## src/design/linear_probe_hash_index_top_assert.svh

```systemverilog
// ----------------------------------------------------------------------------
// Linear probe hash index assertion macros
// Concurrent assertion macros used by the hash index top module.
// ----------------------------------------------------------------------------
`ifndef LINEAR_PROBE_HASH_INDEX_TOP_ASSERT_SVH
`define LINEAR_PROBE_HASH_INDEX_TOP_ASSERT_SVH

`ifndef SYNTH

`define LPHI_ASSERT_IMPL(label, clk, rst, ante, cons) \
   label: assert property (@(posedge clk) disable iff (rst) (ante) |-> (cons)) \
      else $error("hash index assertion failed");

`define LPHI_ASSERT_NEXT(label, clk, rst, ante, cons) \
   label: assert property (@(posedge clk) disable iff (rst) (ante) |=> (cons)) \
      else $error("hash index assertion failed");

`else

`define LPHI_ASSERT_IMPL(label, clk, rst, ante, cons)

`define LPHI_ASSERT_NEXT(label, clk, rst, ante, cons)

`endif

`endif

```

## src/design/lphi_pkg.sv

```systemverilog
// ----------------------------------------------------------------------------
// Linear probe hash index package
// Sizes, codes and payload types shared by the hash index modules.
// ----------------------------------------------------------------------------
package lphi_pkg;

   // The home slot is the key's low bits, so the table size is a power of two.
   localparam int TableSize    = 16;
   localparam int SlotBits     = $clog2(TableSize);
   localparam int KeyWidth     = 17;
   localparam int OffsetWidth  = 24;
   localparam int SlotOutWidth = 4;

   typedef enum logic {
      CMD_INSERT = 1'b0,
      CMD_SEARCH = 1'b1
   } command_type;

   typedef enum logic [1:0] {
      STATUS_INSERTED  = 2'd0,
      STATUS_FULL      = 2'd1,
      STATUS_FOUND     = 2'd2,
      STATUS_NOT_FOUND = 2'd3
   } status_type;

   typedef struct packed {
      command_type             command;
      logic [KeyWidth-1:0]     key;
      logic [OffsetWidth-1:0]  record_offset;
   } req_type;

   typedef struct packed {
      status_type              status;
      logic [SlotOutWidth-1:0] slot;
      logic [OffsetWidth-1:0]  found_offset;
   } rsp_type;

   typedef struct packed {
      logic                    en;
      logic [SlotBits-1:0]     idx;
      logic [KeyWidth-1:0]     key;
      logic [OffsetWidth-1:0]  offset;
   } tbl_wr_type;

   typedef struct packed {
      logic                    valid;
      logic [KeyWidth-1:0]     key;
      logic [OffsetWidth-1:0]  offset;
   } tbl_rd_type;

   function automatic logic [SlotOutWidth-1:0] slot_out(input logic [SlotBits-1:0] idx);
      logic [SlotBits+SlotOutWidth-1:0] wide;
      wide = {{SlotOutWidth{1'b0}}, idx};
      return wide[SlotOutWidth-1:0];
   endfunction

endpackage

```

## src/design/lphi_table.sv

```systemverilog
// ----------------------------------------------------------------------------
// Linear probe hash index slot table
// Slot valid bits, keys and record offsets with one probe read port.
// ----------------------------------------------------------------------------
module lphi_table (
   input  logic                         clock,
   input  logic                         reset,
   input  logic [lphi_pkg::SlotBits-1:0] rd_idx,
   output lphi_pkg::tbl_rd_type         rd_data,
   input  lphi_pkg::tbl_wr_type         wr_port
);

   logic [lphi_pkg::TableSize-1:0]   valid_ff;
   logic [lphi_pkg::TableSize-1:0]   valid_in;
   logic [lphi_pkg::KeyWidth-1:0]    key_ff    [lphi_pkg::TableSize];
   logic [lphi_pkg::OffsetWidth-1:0] offset_ff [lphi_pkg::TableSize];
   lphi_pkg::tbl_rd_type             rd_data_ff;

   always_comb begin
      valid_in = valid_ff;
      if (wr_port.en) begin
         valid_in[wr_port.idx] = 1'b1;
      end
   end

   always_ff @(posedge clock) begin
      if (reset) begin
         valid_ff <= '0;
      end else begin
         valid_ff <= valid_in;
      end
   end

   always_ff @(posedge clock) begin
      if (wr_port.en) begin
         key_ff[wr_port.idx]    <= wr_port.key;
         offset_ff[wr_port.idx] <= wr_port.offset;
      end
      rd_data_ff.valid  <= valid_ff[rd_idx];
      rd_data_ff.key    <= key_ff[rd_idx];
      rd_data_ff.offset <= offset_ff[rd_idx];
   end

   assign rd_data = rd_data_ff;

endmodule

```

## src/design/lphi_ctrl.sv

```systemverilog
// ----------------------------------------------------------------------------
// Linear probe hash index sequencer
// Hashes the key, walks the probe sequence one slot per cycle and holds
// the result until its transfer.
// ----------------------------------------------------------------------------
module lphi_ctrl (
   input  logic                          clock,
   input  logic                          reset,
   input  logic                          req_valid,
   output logic                          req_ready,
   input  lphi_pkg::req_type             req_data,
   output logic                          rsp_valid,
   input  logic                          rsp_ready,
   output lphi_pkg::rsp_type             rsp_data,
   output logic [lphi_pkg::SlotBits-1:0] rd_idx,
   input  lphi_pkg::tbl_rd_type          rd_data,
   output lphi_pkg::tbl_wr_type          wr_port
);

   typedef enum logic [1:0] {
      S_IDLE,
      S_PROBE,
      S_DONE
   } state_type;

   state_type                     state_ff, state_in;
   lphi_pkg::req_type             item_ff, item_in;
   logic [lphi_pkg::SlotBits-1:0] idx_ff, idx_in;
   logic [lphi_pkg::SlotBits-1:0] count_ff, count_in;
   lphi_pkg::rsp_type             res_ff, res_in;
   lphi_pkg::rsp_type             rsp_ff, rsp_in;
   logic                          rsp_valid_ff, rsp_valid_in;
   logic                          last_probe;
   logic                          is_insert;
   logic                          key_match;

   assign last_probe = (count_ff == lphi_pkg::SlotBits'(lphi_pkg::TableSize - 1));
   assign is_insert  = (item_ff.command == lphi_pkg::CMD_INSERT);
   assign key_match  = (rd_data.key == item_ff.key);

   always_comb begin
      state_in     = state_ff;
      item_in      = item_ff;
      idx_in       = idx_ff;
      count_in     = count_ff;
      res_in       = res_ff;
      rsp_in       = rsp_ff;
      rsp_valid_in = rsp_valid_ff;

      if (rsp_valid_ff && rsp_ready) begin
         rsp_valid_in = 1'b0;
      end

      case (state_ff)
         S_IDLE: begin
            if (req_valid) begin
               item_in  = req_data;
               idx_in   = lphi_pkg::SlotBits'(req_data.key % lphi_pkg::TableSize);
               count_in = '0;
               state_in = S_PROBE;
            end
         end
         S_PROBE: begin
            res_in.slot         = '0;
            res_in.found_offset = '0;
            if (is_insert) begin
               if (!rd_data.valid) begin
                  res_in.status = lphi_pkg::STATUS_INSERTED;
                  res_in.slot   = lphi_pkg::slot_out(idx_ff);
                  state_in      = S_DONE;
               end else if (last_probe) begin
                  res_in.status = lphi_pkg::STATUS_FULL;
                  state_in      = S_DONE;
               end
            end else begin
               if (!rd_data.valid) begin
                  res_in.status = lphi_pkg::STATUS_NOT_FOUND;
                  state_in      = S_DONE;
               end else if (key_match) begin
                  res_in.status       = lphi_pkg::STATUS_FOUND;
                  res_in.slot         = lphi_pkg::slot_out(idx_ff);
                  res_in.found_offset = rd_data.offset;
                  state_in            = S_DONE;
               end else if (last_probe) begin
                  res_in.status = lphi_pkg::STATUS_NOT_FOUND;
                  state_in      = S_DONE;
               end
            end
            if (state_in == S_PROBE) begin
               count_in = count_ff + 1'b1;
               if (idx_ff == lphi_pkg::SlotBits'(lphi_pkg::TableSize - 1)) begin
                  idx_in = '0;
               end else begin
                  idx_in = idx_ff + 1'b1;
               end
            end
         end
         S_DONE: begin
            if (!rsp_valid_ff || rsp_ready) begin
               rsp_in       = res_ff;
               rsp_valid_in = 1'b1;
               state_in     = S_IDLE;
            end
         end
         default: begin
            state_in = S_IDLE;
         end
      endcase
   end

   always_ff @(posedge clock) begin
      if (reset) begin
         state_ff     <= S_IDLE;
         rsp_valid_ff <= 1'b0;
      end else begin
         state_ff     <= state_in;
         rsp_valid_ff <= rsp_valid_in;
      end
      item_ff  <= item_in;
      idx_ff   <= idx_in;
      count_ff <= count_in;
      res_ff   <= res_in;
      rsp_ff   <= rsp_in;
   end

   // The table read is registered, so the next probe index addresses it.
   assign req_ready = (state_ff == S_IDLE);
   assign rsp_valid = rsp_valid_ff;
   assign rsp_data  = rsp_ff;
   assign rd_idx    = idx_in;

   assign wr_port.en     = (state_ff == S_PROBE) && is_insert && !rd_data.valid;
   assign wr_port.idx    = idx_ff;
   assign wr_port.key    = item_ff.key;
   assign wr_port.offset = item_ff.record_offset;

endmodule

```

## src/design/linear_probe_hash_index_top.sv

```systemverilog
// ----------------------------------------------------------------------------
// Linear probe hash index
// Open-addressing hash table with linear probing over a small slot table.
//
// A request transfer carries a command, a key and a record offset. An insert
// stores key and offset in the first empty slot from the home slot (key modulo
// the table size), wrapping at the end; a search stops at an empty slot, a
// matching key or after one full lap. Each request gives one response with
// status, slot and stored offset.
// The request is taken only while the sequencer is idle. After the transfer,
// one probe is made per cycle through the single table read port and
// compare, 1 to 16 probes; then the done state moves the result into the
// output register and the sequencer returns to idle for the next request.
// A stalled response holds in the output register; a finished result then
// waits in the sequencer and no new request is taken until it moves out.
// Reset clears the slot valid bits at once, so the table is empty and a
// request can be taken in the first cycle after reset.
// ----------------------------------------------------------------------------
`include "linear_probe_hash_index_top_assert.svh"

module linear_probe_hash_index_top (
   input  logic              clock,
   input  logic              reset,
   input  logic              req_valid,
   output logic              req_ready,
   input  lphi_pkg::req_type req_data,
   output logic              rsp_valid,
   input  logic              rsp_ready,
   output lphi_pkg::rsp_type rsp_data
);

   logic [lphi_pkg::SlotBits-1:0] rd_idx;
   lphi_pkg::tbl_rd_type          rd_data;
   lphi_pkg::tbl_wr_type          wr_port;

   lphi_table u_table (
      .clock   (clock),
      .reset   (reset),
      .rd_idx  (rd_idx),
      .rd_data (rd_data),
      .wr_port (wr_port)
   );

   lphi_ctrl u_ctrl (
      .clock     (clock),
      .reset     (reset),
      .req_valid (req_valid),
      .req_ready (req_ready),
      .req_data  (req_data),
      .rsp_valid (rsp_valid),
      .rsp_ready (rsp_ready),
      .rsp_data  (rsp_data),
      .rd_idx    (rd_idx),
      .rd_data   (rd_data),
      .wr_port   (wr_port)
   );

   `LPHI_ASSERT_NEXT(a_busy_after_req, clock, reset, req_valid && req_ready, !req_ready)
   `LPHI_ASSERT_IMPL(a_write_empty_slot, clock, reset, wr_port.en, !rd_data.valid && (wr_port.idx == rd_idx))
   `LPHI_ASSERT_IMPL(a_no_write_idle, clock, reset, req_ready, !wr_port.en)
   `LPHI_ASSERT_NEXT(a_single_write, clock, reset, wr_port.en, !wr_port.en)

endmodule
```

## config.mk

```make
export PLATFORM = sky130hd
export DESIGN_NAME = linear_probe_hash_index_top
export DESIGN_NICKNAME = d
export VERILOG_FILES = /design/src/design/lphi_pkg.sv /design/src/design/lphi_table.sv /design/src/design/lphi_ctrl.sv /design/src/design/linear_probe_hash_index_top.sv
export VERILOG_INCLUDE_DIRS = /design/src /design/src/design
export SDC_FILE = /design/constraint.sdc
export NUM_CORES = 1
export LEC_CHECK = 0
export BUFFER_PORTS_ARGS = -buffer_cell sky130_fd_sc_hd__buf_4
export CAP_MARGIN = 20
export CORE_MARGIN = 2
export CORE_UTILIZATION = 39
export DETAILED_ROUTE_END_ITERATION = 10
export PLACE_DENSITY = 0.55
export SYNTH_ARGS = -nofsm -noshare
export SYNTH_HDL_FRONTEND = slang
export SYNTH_SLANG_ARGS = --single-unit
```

## constraint.sdc

```tcl
create_clock -name clock -period 7.4 [get_ports clock]
set_input_delay 0.37 -clock clock [delete_from_list [all_inputs] [get_ports clock]]
set_output_delay 0.37 -clock clock [all_outputs]
set_load 0.01 [all_outputs]
```

==> results of run 1 <==
==> cell families after synthesis <==
kind of cell / synth area share (%)
DFF: 76.4
and+or+nand+nor: 10.2
AOI/OAI and AO/OA: 10.1
buffers and inverters: 2.44
xor gates and xnor gates: 0.526
adders and majority gates: 0.198
muxes: 0.0751
==> cell usage in the layout (no fill, tap or decap), drive strengths merged, types with 2 or more instances in the layout <==
master | Yosys | routed
ha | 5 | 5
a21oi | 6 | 6
inv | 9 | 12
clkbuf | 132 | 130
nor2b | 2 | 2
xor2 | 17 | 17
edfxtp | 762 | 762
nand2 | 346 | 346
nand3 | 5 | 5
dfxtp | 65 | 65
nor2 | 56 | 56
nor4 | 4 | 4
o21ai | 2 | 2
nand2b | 4 | 4
dlygate4sd3 | 0 | 42
mux2i | 2 | 2
clkinv | 0 | 22
a311oi | 170 | 170
xnor2 | 2 | 2
and3 | 194 | 194
and2 | 5 | 5
nor3 | 9 | 9
a221oi | 170 | 170
bufinv | 0 | 4
or4 | 42 | 42
a2111oi | 3 | 3
buf | 44 | 115
a21o | 2 | 2
==> path summary, 6_finish.rpt <==
check / from / to / slack, ps / depth (start not counted)
worst min-delay path: reset / u_table.valid_ff[1]$_SDFFE_PP0P_ / 70 / 2
worst max-delay path: u_ctrl.wr_port[40]$_DFFE_PP_ / u_table.rd_data[22]$_DFF_P_ / 2700 / 10
worst max register to register: u_ctrl.wr_port[40]$_DFFE_PP_ / u_table.rd_data[22]$_DFF_P_ / 2700 / 10
worst min register to register: u_ctrl.res_ff[13]$_SDFFCE_PN0P_ / u_ctrl.rsp_data[13]$_DFFE_PP_ / 420 / 0
==> power breakdown <==
part           internal [mW]  total, mW  switching [mW]
clock network           2.45       4.19            1.75
logic                  0.865       2.68            1.81
registers               5.41       5.62           0.211
total                   8.72       12.5            3.77
==> critical path: cells and delay by family, from the launching register on <==
family	cells	cell delay, ps
AO/OA/AOI/OAI	3	760
XOR/XNOR	1	260
buffers and inverters	2	1010
flip-flops	1	610
AND/OR/NAND/NOR	4	1890
==> per-layer routing <==
metal  global-route usage (%)  vias to the layer above
li1                         -                     8417
met1                     29.5                     9963
met2                     32.9                      763
met3                     3.09                      120
met4                     5.99                        0
met5                        0                        -
==> flip-flops by register name, indices dropped and copies added (netlist names) <==
signal,count
u_table.valid_ff,16
u_table.rd_data,42
u_ctrl.rsp_data,30
u_ctrl.res_ff,30
u_ctrl.rsp_valid,1
u_ctrl.count_ff,4
u_ctrl.idx_ff,4
u_table.key_ff,272
u_ctrl.item_ff,1
u_table.offset_ff,384
u_ctrl.state_ff,2
u_ctrl.wr_port,41
==> final cells by class <==
class | count | share of cell area, %
Clock inverter | 30 | 0.716
Clock buffer | 130 | 6.77
Multi-Input combinational cell | 1059 | 18.8
Timing Repair Buffer | 157 | 3.74
Sequential cell | 827 | 66.2
Antenna cell | 1 | 0.00685
Inverter | 9 | 0.113
Tap cell | 1060 | 3.63
==> flow_summary.ini, run 1 <==
[outcome]
status = finished, final reports clean

[clock_network]
post_cts_resized = 0
post_cts_buffers = 0
cts_tree = built
clk_pin_slew_ps = 60
clockRootBuffer = clkbuf_16
clk_path_buf_depth = 3
clk_latency_ps = 640
clkSinkCount = 827
ctsHoldBuffers = 42
cts_htree_levels = 3
cts-buffers-inserted = 86

[finish]
final_util_pct = 45.4
nets = 2191
multi_input_area_um2 = 6860
layout-drive-gt1-share_pct = 12.3
seqCellArea_um2 = 24200
syn2layout_area_growth_pct = 15.4
design_area_um2 = 36500
fillers = 7045
fin_cells = 3273

[sta]
setup_ws_ps = 2700
setup_viol_count_final = 0
finalHoldViolations = 0
skew_ps = 19.3
slew_viol_final = 0
finalSetupTns_ps = 0
fin_crit_ps = 4700
rsz0062_at_grt = false
worst_pin_slew_ps = 1350
fmaxAchievable_ghz = 0.213
max-slew-margin-rel_pct = 9.95
whs_ps = 73.2
period_share_pct = 63.5

[global_routing]
track_usage_pct = 20.7
overflow = 0
grt_pass1_wl_mm = 127
antenna_found_initial = 2
grt_max_degree = 169
first_global_vias = 18790

[synthesis]
yosysMostFrequentCell = edfxtp_1
yosys_warnings = 0
synth_seq_area_share_pct = 76.4
synth_edf_count = 762
synth_area_um2 = 31600
synth_common_cells = edfxtp_1 (762), nand2_1 (346), and3_1 (194), a221oi_1 (170), a311oi_1 (169)
synth-seq-cells = 827
synth_top_area_share_pct = 72.3
ys.flop_type = edfxtp_1
synthDistinctLibCells = 46
synthCells = 2071
postSynthNetCount = 2122
yosysTopAreaCell = edfxtp_1
avgSynthCellArea_um2 = 15.3
async_reset_ff_share_pct = 0
synthTopCellsByArea = edfxtp_1 (72%), a221oi_1 (4.7%), a311oi_1 (4.7%), dfxtp_1 (4.1%), nand2_1 (4.1%)

[detailed_routing]
via_count = 19263
dr_wl_met3_mm = 5.98
met2_wirelength_mm = 40.4
drc = 0
met1_length_mm = 38.8
routedWlPerCell_um = 26.6
drt_first_iter_violations = 2246
drt-total-wl_mm = 87.0
drtPass1Iterations = 5
viasPerCell = 5.89
antenna_left = 0
routed.top_layer = met4

[floorplanning]
ios = 78
die_y_um = 289
core_area_um2 = 80400
row_count = 104
dieWidth_um = 289
die-area_um2 = 83400
start_util_pct = 39.3

[worst_setup_path]
worst_setup_path_end_kind = flop
critPathMaxFanout = 88
required_ps = 7910
crit_chain = xor2_1, nor4_2, nand3_1, o31a_2, buf_4, buf_4, and3_1, a221oi_1, a311oi_1, or4_1
critPathMostFrequentCell = buf_4
start_kind = flop
critPathSlowestCell = edfxtp_1
cpPeakStageDelay_ps = 610
worstPathArrival_ps = 5210
worst-setup-path-type = reg -> reg

[place]
pre_cts_ws_ps = 2790
placed_cells = 3070
numPortBuffers = 77
finalWeightedCongestion = 0.743
hpwl_mm = 37.1
placed_cell_area_um2 = 33400

[power_and_ir_drop]
power.density_nw_per_um2 = 342
power_leakage_nw = 12.2
ir_drop_uv = 322
design_power_total_mw = 12.5

[flow_run]
maxCapViolCount = 0

[hold_path]
min_path_type = in -> reg
(Power assumes the default switching activity.)
==> run 2: changes to the inputs <==
PLACE_DENSITY = 0.57   (was 0.55)
clock period = 3.9 ns   (was 7.4 ns; I/O delays follow)
==> flow_summary.ini, run 2 (synthesized netlist as in run 1, its figures left out) <==
[worst_setup_path]
worstPathArrival_ps = 4280
rrSetupSlack_ps = 130
worst_setup_path_end_kind = flop
timing.rr.end = u_table.rd_data[7]$_DFF_P_
cp-startpoint = u_ctrl.wr_port[32]$_DFFE_PP_
crit_end = u_table.rd_data[7]$_DFF_P_
reg2reg_from = u_ctrl.wr_port[32]$_DFFE_PP_
start_kind = flop
reg2reg_depth = 9
required_ps = 4400
worst-setup-path-type = reg -> reg
critPathMaxFanout = 52

[sta]
finalHoldViolations = 0
period_share_pct = 96.8
fmaxAchievable_ghz = 0.265
max-slew-margin-rel_pct = 36.0
setup_ws_ps = 125
slew_viol_final = 0
fin_crit_ps = 3770
setup_viol_count_final = 0
worst_pin_slew_ps = 961
whs_ps = 250
finalSetupTns_ps = 0
rsz0062_at_grt = false
skew_ps = 50.9

[clock_network]
clkSinkCount = 827
clk_latency_ps = 670
clk_path_buf_depth = 3
cts_htree_levels = 3
clockRootBuffer = clkbuf_16
cts-buffers-inserted = 88
clk_pin_slew_ps = 60
cts_tree = built

[global_routing]
first_global_vias = 19052
met2_usage_pct = 33.5
overflow = 0
use_met1_pct = 29.1
met3_usage_pct = 3.60
track_usage_pct = 20.9
antenna_found_initial = 3
top_usage_layer = met2
grt_max_degree = 169
grt_pass1_wl_mm = 128

[detailed_routing]
via_count = 19536
drtPass1Iterations = 5
antenna_left = 0
routedWlPerCell_um = 26.4
viasPerCell = 5.87
drc = 0
drt-total-wl_mm = 87.7
drt_first_iter_violations = 2165

[finish]
largest_reg_flops = 384
seqCellArea_um2 = 24200
diodes = 0
top_register = u_table.offset_ff
final_common_cell = edfxtp_1
fillers = 6942
mostFrequentLayoutCells = edfxtp_1 (762), nand2_1 (346), and3_1 (194), a221oi_1 (170), a311oi_1 (169)
nets = 2245
multi_input_area_um2 = 6870
layout-drive-gt1-share_pct = 14.5
syn2layout_area_growth_pct = 17.8

[outcome]
status = finished, final reports clean

[floorplanning]
die-area_um2 = 83400
ios = 78
die_y_um = 289
start_util_pct = 39.3
dieWidth_um = 289
row_count = 104
core_area_um2 = 80400

[place]
hpwl_mm = 43.1
finalWeightedCongestion = 0.802
pre_cts_ws_ps = 25.7
numPortBuffers = 77

[hold_path]
min_path_type = in -> reg
hp-start = req_data[33]
min_delay_path_depth = 2

[power_and_ir_drop]
ir_drop_uv = 413
design_power_total_mw = 24.1
power_leakage_nw = 12.6
power.density_nw_per_um2 = 648

[flow_run]
maxCapViolCount = 0
==> run 2: cell types whose count changed in the layout (fill, tap and decap cells not counted), sizes merged <==
cell,before,now
buf,115,164
clkbuf,130,116
clkinv,22,37
clkinvlp,1,5
diode,1,0
dlygate4sd3,42,45
inv,12,9
==> run 2: worst max-delay path: stages, from the launching register on <==
cell	delay [ps]
edfxtp_1	470
xor2_1	430
nor4_2	140
and3_1	300
a21oi_4	380
mux2i_4	530
and2_4	300
buf_12	280
a311oi_1	150
or4_1	570
==> run 2: repair_timing <==
item	CTS	global route
setup buffers	1	0
hold buffers	45	0
hold endpoints to repair	61	0
gates cloned	0	0
resized for setup	0	1
endpoints found under the setup margin	4	1
==> run 2: area by class of cell <==
cell class | count | area share (%)
well taps | 1060 | 3.56
clock inverters | 46 | 1.12
clock buffers | 116 | 6.44
multi-input cells | 1059 | 18.5
inverters | 9 | 0.111
flip-flops and latches | 827 | 64.9
repair buffers | 209 | 5.40
==> run 2: how the worst min path moves through the flow <==
stage	endpoint	slack, ps
after global placement	u_ctrl.wr_port[14]$_DFFE_PP_	370
after global routing	u_ctrl.wr_port[1]$_DFFE_PP_	250
after detailed placement	u_ctrl.wr_port[14]$_DFFE_PP_	370
final	u_ctrl.wr_port[33]$_DFFE_PP_	250
after CTS	u_ctrl.wr_port[34]$_DFFE_PP_	220
after floorplan	u_ctrl.item_ff[41]$_DFFE_PP_	290
==> run 2: through the flow <==
step           cells  area [µm²]  util, %
5_1_grt         3326       37300     46.3
4_1_cts         3326       37200     46.3
3_3_place_gp    3118       34000     42.2
6_report        3326       37300     46.3
2_1_floorplan   2071       31700        -
3_5_place_dp    3118       34000     42.2
==> run 2: power by group <==
group	internal (mW)	switching [mW]	total [mW]	leakage (nW)
Clock	4.62	3.44	8.06	1.36
Combinational	1.89	3.64	5.53	3.78
Sequential	10.3	0.293	10.5	7.45
Total	16.8	7.37	24.1	12.6
==> run 2: per-layer routing <==
metal / vias to the layer above / share of wire (%)
met5: - / 0.018
met4: 2 / 2.2
met3: 145 / 7.8
met2: 910 / 47
met1: 9951 / 43
li1: 8528 / -
